--- src/rtl/core/spicrc_pkg.sv ---
// Shared constants, types and the CRC-8 step for the SPI frame exchange engine.
package spicrc_pkg;

	typedef logic [3:0] pos_t;
	typedef logic [1:0] reg_idx_t;

	localparam logic [7:0] FRAME_HEADER = 8'h45;
	localparam logic [7:0] CRC_POLY     = 8'h07;
	localparam pos_t       LAST_POS     = 4'd13;
	localparam int         STAGE_BYTES  = 12;
	localparam int         NUM_WORDS    = 3;

	localparam reg_idx_t REG_REPLY_WORD0 = 2'd0;
	localparam reg_idx_t REG_REPLY_WORD1 = 2'd1;
	localparam reg_idx_t REG_REPLY_WORD2 = 2'd2;

	// CRC-8, MSB first, no reflection, no final xor
	function automatic logic [7:0] crc8_update(input logic [7:0] crc, input logic [7:0] b);
		logic [7:0] c;
		c = crc ^ b;
		for (int i = 0; i < 8; i++) begin
			if (c[7]) begin
				c = {c[6:0], 1'b0} ^ CRC_POLY;
			end else begin
				c = {c[6:0], 1'b0};
			end
		end
		return c;
	endfunction

endpackage

--- src/rtl/core/spi_crc8_frame_exchange.sv ---
// Top level: 14-byte full-duplex frame engine with CRC-8 check and reply generation.
//
// Usage:
//   Input channel (in_valid/in_ready, rx_byte) carries one received byte per transfer.
//   Output channel (out_valid/out_ready) returns one reply transfer per input byte:
//   tx_byte for the same frame position, frame_end/crc_ok on the closing byte, and the
//   committed payload words and frame counters as they stand after that byte.
//   Reply frame: header 0x45, reply_word0..2 little-endian, CRC-8 (poly 0x07) over 13 bytes.
//   A received frame whose byte 13 matches the CRC of bytes 0..12 commits its 12 payload
//   bytes to rx_word0..2 and bumps good_frames; otherwise bad_frames counts up.
//   Path: input transfer -> input register -> result register -> result valid.
//   Throughput: one byte per cycle if not stalled; CRC step: one 8-bit combinational stage.
//   Receiver stall: the result register holds; the input register keeps accepting until
//   it holds a byte that cannot move on, then in_ready drops.
//   Reset: frame position, CRCs, staging, committed words, counters and reply words clear.
//   APB registers reply_word0..2 at byte offsets 0x0, 0x4, 0x8; pready is always high.
module spi_crc8_frame_exchange
	import spicrc_pkg::*;
(
	input  logic        clk,
	input  logic        arst_n,
	// APB configuration
	input  logic        psel,
	input  logic        penable,
	input  logic        pwrite,
	input  logic [3:0]  paddr,
	input  logic [31:0] pwdata,
	output logic [31:0] prdata,
	output logic        pready,
	// received byte channel
	input  logic        in_valid,
	output logic        in_ready,
	input  logic [7:0]  rx_byte,
	// reply channel
	output logic        out_valid,
	input  logic        out_ready,
	output logic [7:0]  tx_byte,
	output logic        frame_end,
	output logic        crc_ok,
	output logic [31:0] rx_word0,
	output logic [31:0] rx_word1,
	output logic [31:0] rx_word2,
	output logic [31:0] good_frames,
	output logic [31:0] bad_frames
);

	logic [31:0] reply_q [NUM_WORDS];
	reg_idx_t    cfg_idx;
	logic        cfg_wr;

	logic        valid_s1;
	logic [7:0]  rx_s1;
	logic        adv_s1;

	logic        out_valid_q;
	logic [7:0]  tx_byte_q;
	logic        frame_end_q;
	logic        crc_ok_q;

	pos_t        pos_q;
	logic [7:0]  rx_crc_q;
	logic [7:0]  tx_crc_q;
	logic [7:0]  staging_q [STAGE_BYTES];
	logic [31:0] commit_q [NUM_WORDS];
	logic [31:0] good_q;
	logic [31:0] bad_q;

	logic        last_c;
	logic        first_c;
	logic [3:0]  k_c;
	logic [31:0] word_c;
	logic [7:0]  tx_c;
	logic        match_c;

	// configuration port
	assign pready  = 1'b1;
	assign cfg_idx = paddr[3:2];
	assign cfg_wr  = psel && penable && pwrite;

	always_comb begin
		unique case (cfg_idx)
			REG_REPLY_WORD0: prdata = reply_q[0];
			REG_REPLY_WORD1: prdata = reply_q[1];
			REG_REPLY_WORD2: prdata = reply_q[2];
			default:         prdata = '0;
		endcase
	end

	always_ff @(posedge clk or negedge arst_n) begin
		if (!arst_n) begin
			for (int i = 0; i < NUM_WORDS; i++) begin
				reply_q[i] <= '0;
			end
		end else if (cfg_wr) begin
			unique case (cfg_idx)
				REG_REPLY_WORD0: reply_q[0] <= pwdata;
				REG_REPLY_WORD1: reply_q[1] <= pwdata;
				REG_REPLY_WORD2: reply_q[2] <= pwdata;
				default: ;
			endcase
		end
	end

	// input register
	assign adv_s1   = valid_s1 && (!out_valid_q || out_ready);
	assign in_ready = !valid_s1 || adv_s1;

	always_ff @(posedge clk or negedge arst_n) begin
		if (!arst_n) begin
			valid_s1 <= 1'b0;
		end else if (in_ready) begin
			valid_s1 <= in_valid;
		end
	end

	always_ff @(posedge clk) begin
		if (in_ready && in_valid) begin
			rx_s1 <= rx_byte;
		end
	end

	// per-byte work: reply byte select, CRC steps, frame close
	assign last_c  = (pos_q >= LAST_POS);
	assign first_c = (pos_q == '0);
	assign k_c     = pos_q - 4'd1;

	always_comb begin
		unique case (k_c[3:2])
			2'd0:    word_c = reply_q[0];
			2'd1:    word_c = reply_q[1];
			2'd2:    word_c = reply_q[2];
			default: word_c = '0;
		endcase
	end

	always_comb begin
		priority if (first_c) begin
			tx_c = FRAME_HEADER;
		end else if (!last_c) begin
			tx_c = word_c[{k_c[1:0], 3'b000} +: 8];
		end else begin
			tx_c = tx_crc_q;
		end
	end

	assign match_c = (rx_crc_q == rx_s1);

	always_ff @(posedge clk or negedge arst_n) begin
		if (!arst_n) begin
			pos_q    <= '0;
			rx_crc_q <= '0;
			tx_crc_q <= '0;
			good_q   <= '0;
			bad_q    <= '0;
			for (int i = 0; i < STAGE_BYTES; i++) begin
				staging_q[i] <= '0;
			end
			for (int i = 0; i < NUM_WORDS; i++) begin
				commit_q[i] <= '0;
			end
		end else if (adv_s1) begin
			if (!last_c) begin
				tx_crc_q <= crc8_update(first_c ? 8'h00 : tx_crc_q, tx_c);
				rx_crc_q <= crc8_update(first_c ? 8'h00 : rx_crc_q, rx_s1);
				for (int i = 0; i < STAGE_BYTES; i++) begin
					if (pos_q == pos_t'(i + 1)) begin
						staging_q[i] <= rx_s1;
					end
				end
				pos_q <= pos_q + 4'd1;
			end else begin
				if (match_c) begin
					for (int i = 0; i < NUM_WORDS; i++) begin
						commit_q[i] <= {staging_q[4*i+3], staging_q[4*i+2],
							staging_q[4*i+1], staging_q[4*i]};
					end
					good_q <= good_q + 32'd1;
				end else begin
					bad_q <= bad_q + 32'd1;
				end
				rx_crc_q <= '0;
				tx_crc_q <= '0;
				pos_q    <= '0;
			end
		end
	end

	// result register; words and counters are read straight from state
	always_ff @(posedge clk or negedge arst_n) begin
		if (!arst_n) begin
			out_valid_q <= 1'b0;
		end else if (adv_s1) begin
			out_valid_q <= 1'b1;
		end else if (out_ready) begin
			out_valid_q <= 1'b0;
		end
	end

	always_ff @(posedge clk) begin
		if (adv_s1) begin
			tx_byte_q   <= tx_c;
			frame_end_q <= last_c;
			crc_ok_q    <= last_c && match_c;
		end
	end

	assign out_valid   = out_valid_q;
	assign tx_byte     = tx_byte_q;
	assign frame_end   = frame_end_q;
	assign crc_ok      = crc_ok_q;
	assign rx_word0    = commit_q[0];
	assign rx_word1    = commit_q[1];
	assign rx_word2    = commit_q[2];
	assign good_frames = good_q;
	assign bad_frames  = bad_q;

	// checks
	a_pos_range: assert property (@(posedge clk) disable iff (!arst_n)
		pos_q <= LAST_POS)
		else $error("frame position out of range");

	a_ok_needs_end: assert property (@(posedge clk) disable iff (!arst_n)
		out_valid_q && crc_ok_q |-> frame_end_q)
		else $error("crc_ok without frame end");

	a_good_count: assert property (@(posedge clk) disable iff (!arst_n)
		adv_s1 && last_c && match_c |=> good_q == $past(good_q) + 32'd1 && crc_ok_q)
		else $error("good frame not counted");

	a_bad_count: assert property (@(posedge clk) disable iff (!arst_n)
		adv_s1 && last_c && !match_c |=> bad_q == $past(bad_q) + 32'd1 && !crc_ok_q)
		else $error("bad frame not counted");

	a_frame_restart: assert property (@(posedge clk) disable iff (!arst_n)
		adv_s1 && last_c |=> pos_q == '0 && rx_crc_q == '0 && tx_crc_q == '0)
		else $error("frame state not cleared at frame end");

endmodule
--- config.mk ---
export PLATFORM = sky130hd
export DESIGN_NAME = spi_crc8_frame_exchange
export DESIGN_NICKNAME = d
export VERILOG_FILES = /design/src/rtl/core/spicrc_pkg.sv /design/src/rtl/core/spi_crc8_frame_exchange.sv
export SDC_FILE = /design/constraint.sdc
export NUM_CORES = 1
export LEC_CHECK = 0
export ABC_CLOCK_PERIOD_IN_PS = 11000
export CORE_MARGIN = 4
export CORE_UTILIZATION = 27
export CTS_BUF_LIST = sky130_fd_sc_hd__clkbuf_4
export DETAILED_ROUTE_END_ITERATION = 8
export DONT_BUFFER_PORTS = 1
export PLACE_DENSITY = 0.48
export SLEW_MARGIN = 40
export SYNTH_ARGS = -nofsm -noshare
export SYNTH_HDL_FRONTEND = slang
export SYNTH_SLANG_ARGS = --single-unit
--- constraint.sdc ---
create_clock -name clk -period 11 [get_ports clk]
set_input_delay 2.75 -clock clk [delete_from_list [all_inputs] [get_ports clk]]
set_output_delay 2.75 -clock clk [all_outputs]
set_load 0.05 [all_outputs]
==> qor.yml, run 1 <==
multi_input_area_um2: 7532
cp_data_arrival_time_ns: 4.00
drive_gt1_share_pct: 37.11
ys_ff_latch: 392
hp-class: "reg -> reg"
clk_latency_ns: 0.84
fillers: 6565
cpLargestDelayFamily: "simple AND/OR/NAND/NOR gates"
path_max_fanout: 36
finalHoldViolations: 0
drt_wl_total_um: 48830
start_kind: "input port"
regArea_um2: 9901
route.detailed.drc: 0
std_cell_rows: 93
leakagePower_nw: 9.132
core_um2: 64580
die_w_um: 263.6
min_path_cells: 1
clk_pin_slew_ns: 0.06
antenna_found_initial: 6
syn-num-nets: 1435
wl_per_cell_um: 20.62
layout_commonest_cell: "dfrtp_1"
gp_congestion: 0.7597
p_sw_share_pct: 37.77
netSwitchingPower_w: 0.002016
start_util_pct: 27.30
final_cell_mix: "dfrtp_1 (373), mux2_2 (301), clkbuf_4 (164)"
worstRegToRegCells: 15
stdcell_count: 2368
grt-ovfl-total: 0
grt_usage_pct: 13.81
fmax_mhz: 148.1
rsz0062_at_grt: "no"
htree_levels: 3
dp_hpwl_um: 31880
seqPwrFrac_pct: 39.0
hold_buffers: 0
cts.sinks: 392
grt_pass1_wl_um: 74550
synth_cells: 1378
yosysUniqueCellTypes: 71
required_ns: 8.25
ir_drop_mv: 0.1301
status: "finished, final reports clean"
final.setup_skew_ns: 0.04461
numPlacedInstances: 2174
critPathSlowestCell: "nor2b_4"
slew_headroom_pct: 48.04
crit_type: "in -> out"
min_period_ns: 6.752
worst-path-stages: 4
cts-root-buf: "clkbuf_4"
synth_edf_count: 18
vias: 11150
avgSynthCellArea_um2: 12.80
slowest_delay_ns: 0.44
syn_to_final_growth_pct: 14.53
clock_path_buffers: 3
io_buffer_count: 0
ant_nets: 0
slew_violations: 0
ys_async_sr_fraction_pct: 95.41
powerDensity_nw_per_um2: 264.3
power_frac_clock_pct: 25.0
synth-main-ff-cell: "dfrtp_1"
intPower_w: 0.003322
crit_chain: "nor2b_4, buf_4, nand2_1, o21ai_2"
mappedNetlistArea_um2: 17630
post_cts_resized: 0
cts_tree: "built"
grt_pass1_vias: 11350
yosysWarnings: 0
setup_viol: 0
comb_power_share_pct: 36.0
die_area_um2: 69460
crit_buf_inv: 1
cts_setup_buffers: 0
avgViaCountPerCell: 4.709
tns_ns: 0
grt_max_degree: 375
cts_buffers: 112
cap_violations: 0
drt_iter0_markers: 571
dr.pass1.iters: 4
critPathCaptureType: "primary output"
synth_seq_area_share_pct: 56.14
io_pins: 256
layout.nets: 1493
worstMarginPinSlew_ns: 0.7794
die_y_um: 263.6
post-route-period-util_pct: 61.38
[area by class of cell]
| class | count | area share, % |
|---|---|---|
| flip-flops and latches | 392 | 49.02 |
| multi-input cells | 895 | 37.30 |
| clock buffers | 164 | 6.096 |
| well taps | 855 | 5.297 |
| repair buffers | 25 | 1.264 |
| clock inverters | 23 | 0.7868 |
| inverters | 10 | 0.1859 |
| diodes | 4 | 0.04956 |
[metrics by stage]
| step | util [%] | area (um2) | setup slack (ns) | hold WS (ns) | power, W |
|---|---|---|---|---|---|
| after CTS | 31.12 | 20100 | 3.968 | 0.4722 | 0.005397 |
| after floorplan | - | 17630 | 3.511 | 0.4569 | 0.003524 |
| after global placement | 28.71 | 18540 | 3.650 | 0.4821 | 0.003942 |
| after detailed placement | 28.97 | 18710 | 3.975 | 0.4872 | 0.004008 |
| final | 31.27 | 20200 | 4.248 | 0.4694 | 0.005338 |
| after global routing | 31.26 | 20190 | 4.167 | 0.5037 | 0.005712 |
[power groups by stage]
stage               clock network, W  logic (W)  registers (W)
floorplan                          0    0.00152        0.00200
global placement                   0    0.00185        0.00209
detailed placement                 0    0.00190        0.00211
CTS                          0.00141    0.00191        0.00208
global route                 0.00148    0.00211        0.00213
finish                       0.00133    0.00192        0.00208
[cells in the mapped netlist (5+ instances only)]
master | number | area share, %
nand4_1 | 11 | 0.39
a21o_1 | 8 | 0.34
nor3b_1 | 7 | 0.30
a221oi_1 | 5 | 0.25
buf_2 | 8 | 0.23
mux2i_1 | 46 | 2.6
edfxtp_1 | 18 | 3.1
dfrtp_1 | 374 | 53
nand3_1 | 42 | 1.2
xnor2_1 | 66 | 3.3
nor2_1 | 40 | 0.85
o21ai_0 | 64 | 1.8
inv_1 | 7 | 0.15
nor3_1 | 14 | 0.40
xor2_1 | 42 | 2.1
mux2_2 | 301 | 19
nand2b_1 | 11 | 0.39
a22oi_1 | 12 | 0.51
a22o_1 | 5 | 0.25
ha_1 | 6 | 0.43
buf_4 | 5 | 0.21
buf_1 | 7 | 0.15
nor4_1 | 5 | 0.18
a21oi_1 | 21 | 0.60
clkbuf_1 | 59 | 1.3
and3_1 | 14 | 0.50
o31ai_1 | 5 | 0.21
nand2_1 | 102 | 2.2
[kinds of logic after synthesis]
family,share of synthesized area (%)
AOI/OAI and AO/OA,5.960
other,0.02127
DFF,56.14
xor gates and xnor gates,5.677
buffers and inverters,2.186
and+or+nand+nor,7.500
adders and majority gates,0.4257
muxes,22.09
[metal layers]
layer | track usage, % | share of wire, % | wire length, um
met3 | 4.570 | 6.5 | 3173
met5 | 0 | 0 | 0
met2 | 22.24 | 48 | 23530
met1 | 17.37 | 42 | 20650
met4 | 5.024 | 3.0 | 1471
[worst reg2reg max path: stages (launching register included)]
cell	delay [ns]
dfrtp_1	0.32
buf_4	0.28
clkinv_1	0.43
ha_1	0.62
nand2b_1	0.25
nand3_1	0.54
clkinv_1	0.60
nand2_1	0.26
nor2_4	0.14
buf_4	0.52
nand3_1	0.21
or3_1	0.49
or2_2	0.39
nor2_1	0.28
nand4_1	0.16
xnor2_1	0.16
[flip-flops by register name (all words and copies together) (netlist names), 32 cells and up]
name and flops:
reply_q 96, bad_frames 32, good_frames 32, rx_word0 32
staging_q 96, rx_word1 32, rx_word2 32
[worst paths after layout]
check                                    from         endpoint  slack, ns
worst max-delay path                 paddr[3]       prdata[17]       4.25
worst min-delay path            staging_q[40]     rx_word1[16]       0.47
worst max register to register       pos_q[0]  good_frames[31]       5.19
worst min register to register  staging_q[40]     rx_word1[16]       0.47
max in group asynchronous              arst_n  good_frames[20]       7.99
min in group asynchronous              arst_n      reply_q[36]       1.60
Power figures use the tool's default switching activity.
==> inputs of run 2 (changes only) <==
Settings changed: ABC_CLOCK_PERIOD_IN_PS 11000 to 6200, PLACE_DENSITY 0.48 to 0.5.
Clock period 11 ns to 6.2 ns, I/O delays scaled along.
==> run 2 against run 1 <==
Effect of this change:
- the flow now finishes with violations (max-slew violations)
- register-to-register slack got worse by 3.6 ns
- clock skew is 0.014 ns higher
- first-iteration DRC count decreased by 3.2%
- critical path depth grew 11
- critical path type is now reg -> reg
- highest routed layer unchanged
==> qor.yml, run 2 (same netlist as run 1, synthesis figures left out) <==
std_cell_rows: 93  # unchanged
dp_hpwl_um: 31790  # was 31880 um
critPathCaptureType: "flop"  # was primary output
critPathSlowestCell: "ha_1"  # was nor2b_4
cts_setup_buffers: 0  # unchanged
route.detailed.drc: 0  # unchanged
design_area_um2: 20120  # was 20200 um2
start_util_pct: 27.30  # unchanged
finalWorstSetupSlack_ns: 1.602  # was 4.248 ns
clock_path_buffers: 3  # unchanged
vias: 11130  # was 11150
cp_data_arrival_time_ns: 5.35  # was 4.00 ns
path_max_fanout: 14  # was 36
wl_per_cell_um: 20.49  # was 20.62 um
top_regs: "reply_q (96), staging_q (96)"  # unchanged
grt_pass1_vias: 11550  # was 11350
placed_area_um2: 18750  # was 18710 um2
ir_drop_mv: 0.2219  # was 0.1301 mV
fillers: 6526  # was 6565
holdWs_ns: 0.4392  # was 0.4694 ns
setup_viol: 0  # unchanged
start_kind: "flop"  # was input port
ant_nets: 0  # unchanged
numPlacedInstances: 2183  # was 2174
finalHoldViolations: 0  # unchanged
drt_iter0_markers: 553  # was 571
leakagePower_nw: 9.117  # was 9.132 nW
powerDensity_nw_per_um2: 467.7  # was 264.3 nW/um2
cts-root-buf: "clkbuf_4"  # unchanged
crit_type: "reg -> reg"  # was in -> out
io_buffer_count: 0  # unchanged
cts_tree: "built"  # unchanged
syn_to_final_growth_pct: 14.09  # was 14.53%
layout.nets: 1495  # was 1493
die_w_um: 263.6  # unchanged
slowest_delay_ns: 0.65  # was 0.44 ns
post_cts_resized: 0  # unchanged
stdcell_count: 2370  # was 2368
final_cell_mix: "dfrtp_1 (374), mux2_2 (301), clkbuf_4 (155)"  # was dfrtp_1 (373), mux2_2 (301), clkbuf_4 (164)
cts_buffers: 108  # was 112
die_area_um2: 69460  # unchanged
status: "finished, violations left"  # was finished, final reports clean
antenna_found_initial: 2  # was 6
dr.pass1.iters: 5  # was 4
die_y_um: 263.6  # unchanged
worstMarginPinSlew_ns: 1.579  # was 0.7794 ns
drt_wl_total_um: 48570  # was 48830 um
grt_max_degree: 375  # unchanged
post-route-period-util_pct: 74.16
clk_latency_ns: 0.86  # was 0.84 ns
required_ns: 6.95  # was 8.25 ns
slew_headroom_pct: -5.280  # was 48.04%
fmax_mhz: 217.5
tns_ns: 0  # unchanged
crit_chain: "inv_1, ha_1, xnor2_2, buf_4, buf_4, mux2i_1, o211a_1, o2bb2ai_1, a211oi_2, xnor3_1, mux2i_1, a21o_1, a21oi_1, o211a_1, a211oi_2"  # was nor2b_4, buf_4, nand2_1, o21ai_2
final.setup_skew_ns: 0.05816  # was 0.04461 ns
htree_levels: 3  # unchanged
cap_violations: 0  # unchanged
min_period_ns: 4.598
grt-ovfl-total: 0  # unchanged
clk_pin_slew_ns: 0.06  # about the same
io_pins: 256  # unchanged
core_um2: 64580  # unchanged
drive_gt1_share_pct: 36.75  # was 37.11%
layout_commonest_cell: "dfrtp_1"  # unchanged
slew_violations: 100  # was 0
cts.sinks: 392  # unchanged
avgViaCountPerCell: 4.697  # was 4.709
preCtsSetupSlack_ns: 1.602  # was 3.975 ns
grt_usage_pct: 13.72  # was 13.81%
hold_buffers: 0  # unchanged
hp-class: "in -> async"  # was reg -> reg
gp_congestion: 0.7771  # was 0.7597
grt_pass1_wl_um: 74350  # was 74550 um
violations: "max-slew violations"
rsz0062_at_grt: "no"  # unchanged
-- run 2: cell count changes in the layout (fill, tap and decap cells not counted), sizes merged --
cell / delta
buf: +6
clkbuf: -9
clkinv: +7
clkinvlp: -2
diode: -2
inv: +2
-- run 2: power breakdown --
| group | internal, W | total [W] | switching (W) | leakage, nW |
|---|---|---|---|---|
| clock | 0.00120 | 0.00233 | 0.00113 | 0.815 |
| sequential | 0.00314 | 0.00369 | 0.000555 | 5.06 |
| combinational | 0.00152 | 0.00339 | 0.00187 | 3.24 |
| total | 0.00585 | 0.00941 | 0.00356 | 9.12 |
-- run 2: area by class of cell --
type,count,area [um2],share of cell area (%)
well taps,855,1070,5.318
clock buffers,155,1164,5.784
multi-input cells,895,7507,37.32
inverters,10,37.54,0.1866
diodes,2,5.005,0.02488
repair buffers,31,232.7,1.157
flip-flops and latches,392,9899,49.21
clock inverters,30,201.4,1.001
-- run 2: through the flow --
stage	power (W)	util, %
floorplan	0.006253	-
global placement	0.007024	28.83
detailed placement	0.007132	29.03
CTS	0.009556	31.14
global route	0.01005	31.15
finish	0.009408	31.15
-- run 2: worst max-delay path, delay by kind of cell, from the launching register on --
family / cells / cell delay [ns]
compound gates: 7 / 1.48
buf+inv: 3 / 0.68
fa+ha+maj: 1 / 0.65
mux: 2 / 0.64
flops: 1 / 0.53
xor+xnor: 2 / 0.52
-- run 2: final timing paths --
check                              start            to  slack (ns)  cells after the start
hold / removal                    arst_n   reply_q[28]        0.44                      0
min in group clk           staging_q[42]  rx_word1[18]        0.46                      1
setup reg to reg                pos_q[1]   tx_crc_q[2]        1.60                     15
hold reg to reg            staging_q[42]  rx_word1[18]        0.46                      1
setup / recovery                pos_q[1]   tx_crc_q[2]        1.60                     15
max in group asynchronous         arst_n  rx_word0[17]        4.51                      0
-- run 2: routing by layer --
metal,routed length (um),GRT usage [%]
met2,23520,22.28
met1,20750,17.18
met5,0,0
met3,2762,3.935
met4,1546,5.741
==> inputs of run 3 (changes only) <==
Settings changed: ABC_AREA set to 1, ABC_CLOCK_PERIOD_IN_PS 6200 to 4600, PLACE_DENSITY 0.5 to 0.48.
Clock period 6.2 ns to 4.6 ns, I/O delays scaled along.
==> run 3 against run 2 <==
Effect of this change:
- the flow finishes with violations (negative hold slack)
- via count is 33% higher
- sequential share of layout area fell by 1.2 points
- clock skew is 0.016 ns higher
- area after synthesis is 3.5% higher
- count of clock-buffer cells in the layout up 12
- cell area up 2.6%
- global-route usage up 1.7 points
- total power increased by 32%
- critical path type is now in -> out
- largest power group unchanged
==> qor.yml, run 3 <==
ys_ff_latch: 392  # unchanged
holdWs_ns: -0.05076  # was 0.4392 ns
setup_viol: 0  # unchanged
route.detailed.drc: 0  # unchanged
clock_path_buffers: 3  # unchanged
tns_ns: 0  # unchanged
top_regs: "reply_q (96), staging_q (96)"  # unchanged
clk_latency_ns: 0.89  # was 0.86 ns
drt_wl_total_um: 56210  # was 48570 um
final.setup_skew_ns: 0.07430  # was 0.05816 ns
layout.nets: 2294  # was 1495
post-route-period-util_pct: 78.86
start_kind: "input port"  # was flop
vias: 14800  # was 11130
rsz0062_at_grt: "no"  # unchanged
yosys-top-cells-count: "nand2_1 (870), dfrtp_1 (374), o21ai_0 (212), inv_1 (155), nand3_1 (142)"  # was dfrtp_1 (374), mux2_2 (301), nand2_1 (102), xnor2_1 (66), o21ai_0 (64)
crit_type: "in -> out"  # was reg -> reg
post_cts_resized: 0  # unchanged
required_ns: 3.45  # was 6.95 ns
drt_iter0_markers: 918  # was 553
synth_mux_area_share_pct: 0  # was 22.09%
wl_per_cell_um: 17.55  # was 20.49 um
die_w_um: 268.0  # was 263.6 um
leakagePower_nw: 10.32  # was 9.117 nW
dr.pass1.iters: 5  # unchanged
cts.sinks: 392  # unchanged
slew_violations: 0  # was 100
cts-root-buf: "clkbuf_4"  # unchanged
synth_edf_count: 18  # unchanged
postLayoutCoreUtil_pct: 30.78  # was 31.15%
fmax_mhz: 275.7
min_period_ns: 3.627
status: "finished, violations left"  # unchanged
drive_gt1_share_pct: 12.05  # was 36.75%
grt_pass1_vias: 14790  # was 11550
synthXorXnorAreaFrac_pct: 4.078  # was 5.677%
crit_chain: "inv_1, nand2_1, clkinv_1, buf_4, nand2_1, nand3_1"  # was inv_1, ha_1, xnor2_2, buf_4, buf_4, mux2i_1, o211a_1, o2bb2ai_1, a211oi_2, xnor3_1, mux2i_1, a21o_1, a21oi_1, o211a_1, a211oi_2
layout_commonest_cell: "nand2_1"  # was dfrtp_1
grt_usage_pct: 15.40  # was 13.72%
grt-ovfl-total: 0  # unchanged
cap_violations: 0  # unchanged
std_cell_rows: 95  # was 93
yosysTopAreaCell: "dfrtp_1"  # unchanged
synth.most_common_cell: "nand2_1"  # was dfrtp_1
clk_pin_slew_ns: 0.08  # was 0.06 ns
yosysUniqueCellTypes: 48  # was 71
slowest_delay_ns: 0.46  # was 0.65 ns
worstMarginPinSlew_ns: 0.8883  # was 1.579 ns
die_area_um2: 71830  # was 69460 um2
avgSynthCellArea_um2: 8.351  # was 12.80 um2
yosysWarnings: 0  # unchanged
ant_nets: 0  # unchanged
ys_async_sr_fraction_pct: 95.41  # unchanged
powerDensity_nw_per_um2: 601.9  # was 467.7 nW/um2
slew_headroom_pct: 40.78  # was -5.280%
synth_top_family_by_area: "simple AND/OR/NAND/NOR gates"  # was multiplexers
io_buffer_count: 0  # unchanged
gp_congestion: 0.8345  # was 0.7771
cpLargestDelayFamily: "buffers and inverters"  # was compound AO/OA/AOI/OAI gates
cpMostUsedCell: "nand2_1"
syn_to_final_growth_pct: 13.03  # was 14.09%
io_pins: 256  # unchanged
synth_seq_area_share_pct: 54.23  # was 56.14%
synth-simple-area-share_pct: 28.34  # was 7.500%
synth-compound-area-share_pct: 7.094  # was 5.960%
path_max_fanout: 10  # was 14
cts_tree: "built"  # unchanged
die_y_um: 268.0  # was 263.6 um
critPathSlowestCell: "nand3_1"  # was ha_1
core_um2: 67040  # was 64580 um2
start_util_pct: 27.23  # was 27.30%
avgViaCountPerCell: 4.622  # was 4.697
grt_max_degree: 375  # unchanged
critPathCaptureType: "primary output"  # was flop
yosys.area_share.adder_pct: 0.4112  # was 0.4257%
cp_data_arrival_time_ns: 2.48  # was 5.35 ns
yosysTopAreaCellShare_pct: 51.27  # was 53.08%
p_total_w: 0.01242  # was 0.009408 W
crit_buf_inv: 3  # unchanged
finalHoldViolations: 37  # was 0
final_cell_mix: "nand2_1 (870), dfrtp_1 (374), o21ai_0 (212)"  # was dfrtp_1 (374), mux2_2 (301), clkbuf_4 (155)
antenna_found_initial: 10  # was 2
grt_pass1_wl_um: 86410  # was 74350 um
mappedNetlistArea_um2: 18260  # was 17630 um2
htree_levels: 3  # unchanged
violations: "negative hold slack"  # was max-slew violations
synth-main-ff-cell: "dfrtp_1"  # unchanged
synthTopCellsByArea: "dfrtp_1 (51%), nand2_1 (18%), o21ai_0 (5.8%), nand3_1 (3.9%), inv_1 (3.2%)"  # was dfrtp_1 (53%), mux2_2 (19%), xnor2_1 (3.3%), edfxtp_1 (3.1%), mux2i_1 (2.6%)
cts_buffers: 114  # was 108
dp_hpwl_um: 36370  # was 31790 um
hp-class: "in -> async"  # unchanged
cts_setup_buffers: 0  # unchanged
syn-num-nets: 2243  # was 1435
synth_cells: 2186  # was 1378
ir_drop_mv: 0.2313  # was 0.2219 mV
## run 3: cell types whose count changed in the layout (fill, tap and decap cells not counted), moves of 13 or more
cell	change
a21oi_1	-18
and3_1	-13
inv_1	+146
mux2_2	-301
mux2i_1	-46
nand2_1	+768
nand2_2	+21
nand3_1	+100
nand4_1	+31
o21ai_0	+180
o21ai_2	-32
xnor2_1	-39
xor2_1	+16
## run 3: cell families (layout without fill, tap and decap cells)
group,after synthesis,in the layout
buffers and inverters,260,398
adders and majority gates,6,6
xor gates and xnor gates,85,85
AOI/OAI and AO/OA,243,243
DFF,392,392
other,1,7
and+or+nand+nor,1199,1199
## run 3: layout make-up
class	count	area [um2]
repair buffers	32	259.0
flip-flops and latches	392	9899
diodes	6	15.01
clock inverters	36	201.4
well taps	873	1092
fillers	7254	46410
inverters	163	615.6
clock buffers	167	1254
multi-input cells	1534	7297
## run 3: through the flow
| stage | cell area [um2] | setup slack [ns] | std cells |
|---|---|---|---|
| 6_report | 20630 | 0.9726 | 3203 |
| 5_1_grt | 20630 | 0.7506 | 3202 |
| 4_1_cts | 20620 | 0.9453 | 3197 |
| 3_5_place_dp | 19160 | 0.9467 | 2994 |
| 3_3_place_gp | 19160 | 0.9456 | 2994 |
| 2_1_floorplan | 18260 | 1.226 | 2186 |
## run 3: layer usage
metal | track usage, % | vias up | wire (um)
li1 | - | 7173 | -
met1 | 19.61 | 7005 | 24280
met2 | 24.89 | 516 | 25850
met3 | 5.063 | 103 | 4682
met4 | 4.942 | 6 | 1355
met5 | 0 | - | 46
## run 3: final timing paths
check                                   to     startpoint  slack (ns)  cells after the start
setup / recovery                 prdata[3]       paddr[2]        0.97                      6
hold / removal             good_frames[26]         arst_n       -0.05                      0
setup reg to reg               tx_crc_q[3]       pos_q[0]        1.16                     17
hold reg to reg                rx_word1[1]  staging_q[57]        0.44                      2
max in group asynchronous    bad_frames[1]         arst_n        3.84                      0
min in group clk                  rx_s1[3]     rx_byte[3]        0.39                      0
## run 3: worst register-to-register path, cell delays in order, from the launching register on
cell and delay (ns):
dfrtp_1 0.40, inv_2 0.06, buf_4 0.32, nand2_1 0.14, nand2_1 0.09, nand2_2 0.46
nor2_4 0.53, nand2_1 0.09, nand4_1 0.14, nand3_1 0.15, nand2_1 0.20, nand2_2 0.09
nand3b_1 0.11, nand2_2 0.10, xnor2_1 0.20, nand2_1 0.07, nand3_1 0.10, nand2_1 0.07
## run 3: where the power goes
part / total [W] / internal (W) / switching (W) / leakage [nW]
Combinational: 0.00416 / 0.00127 / 0.00289 / 4.38
Sequential: 0.00496 / 0.00421 / 0.000746 / 5.08
Clock: 0.00330 / 0.00168 / 0.00162 / 0.863
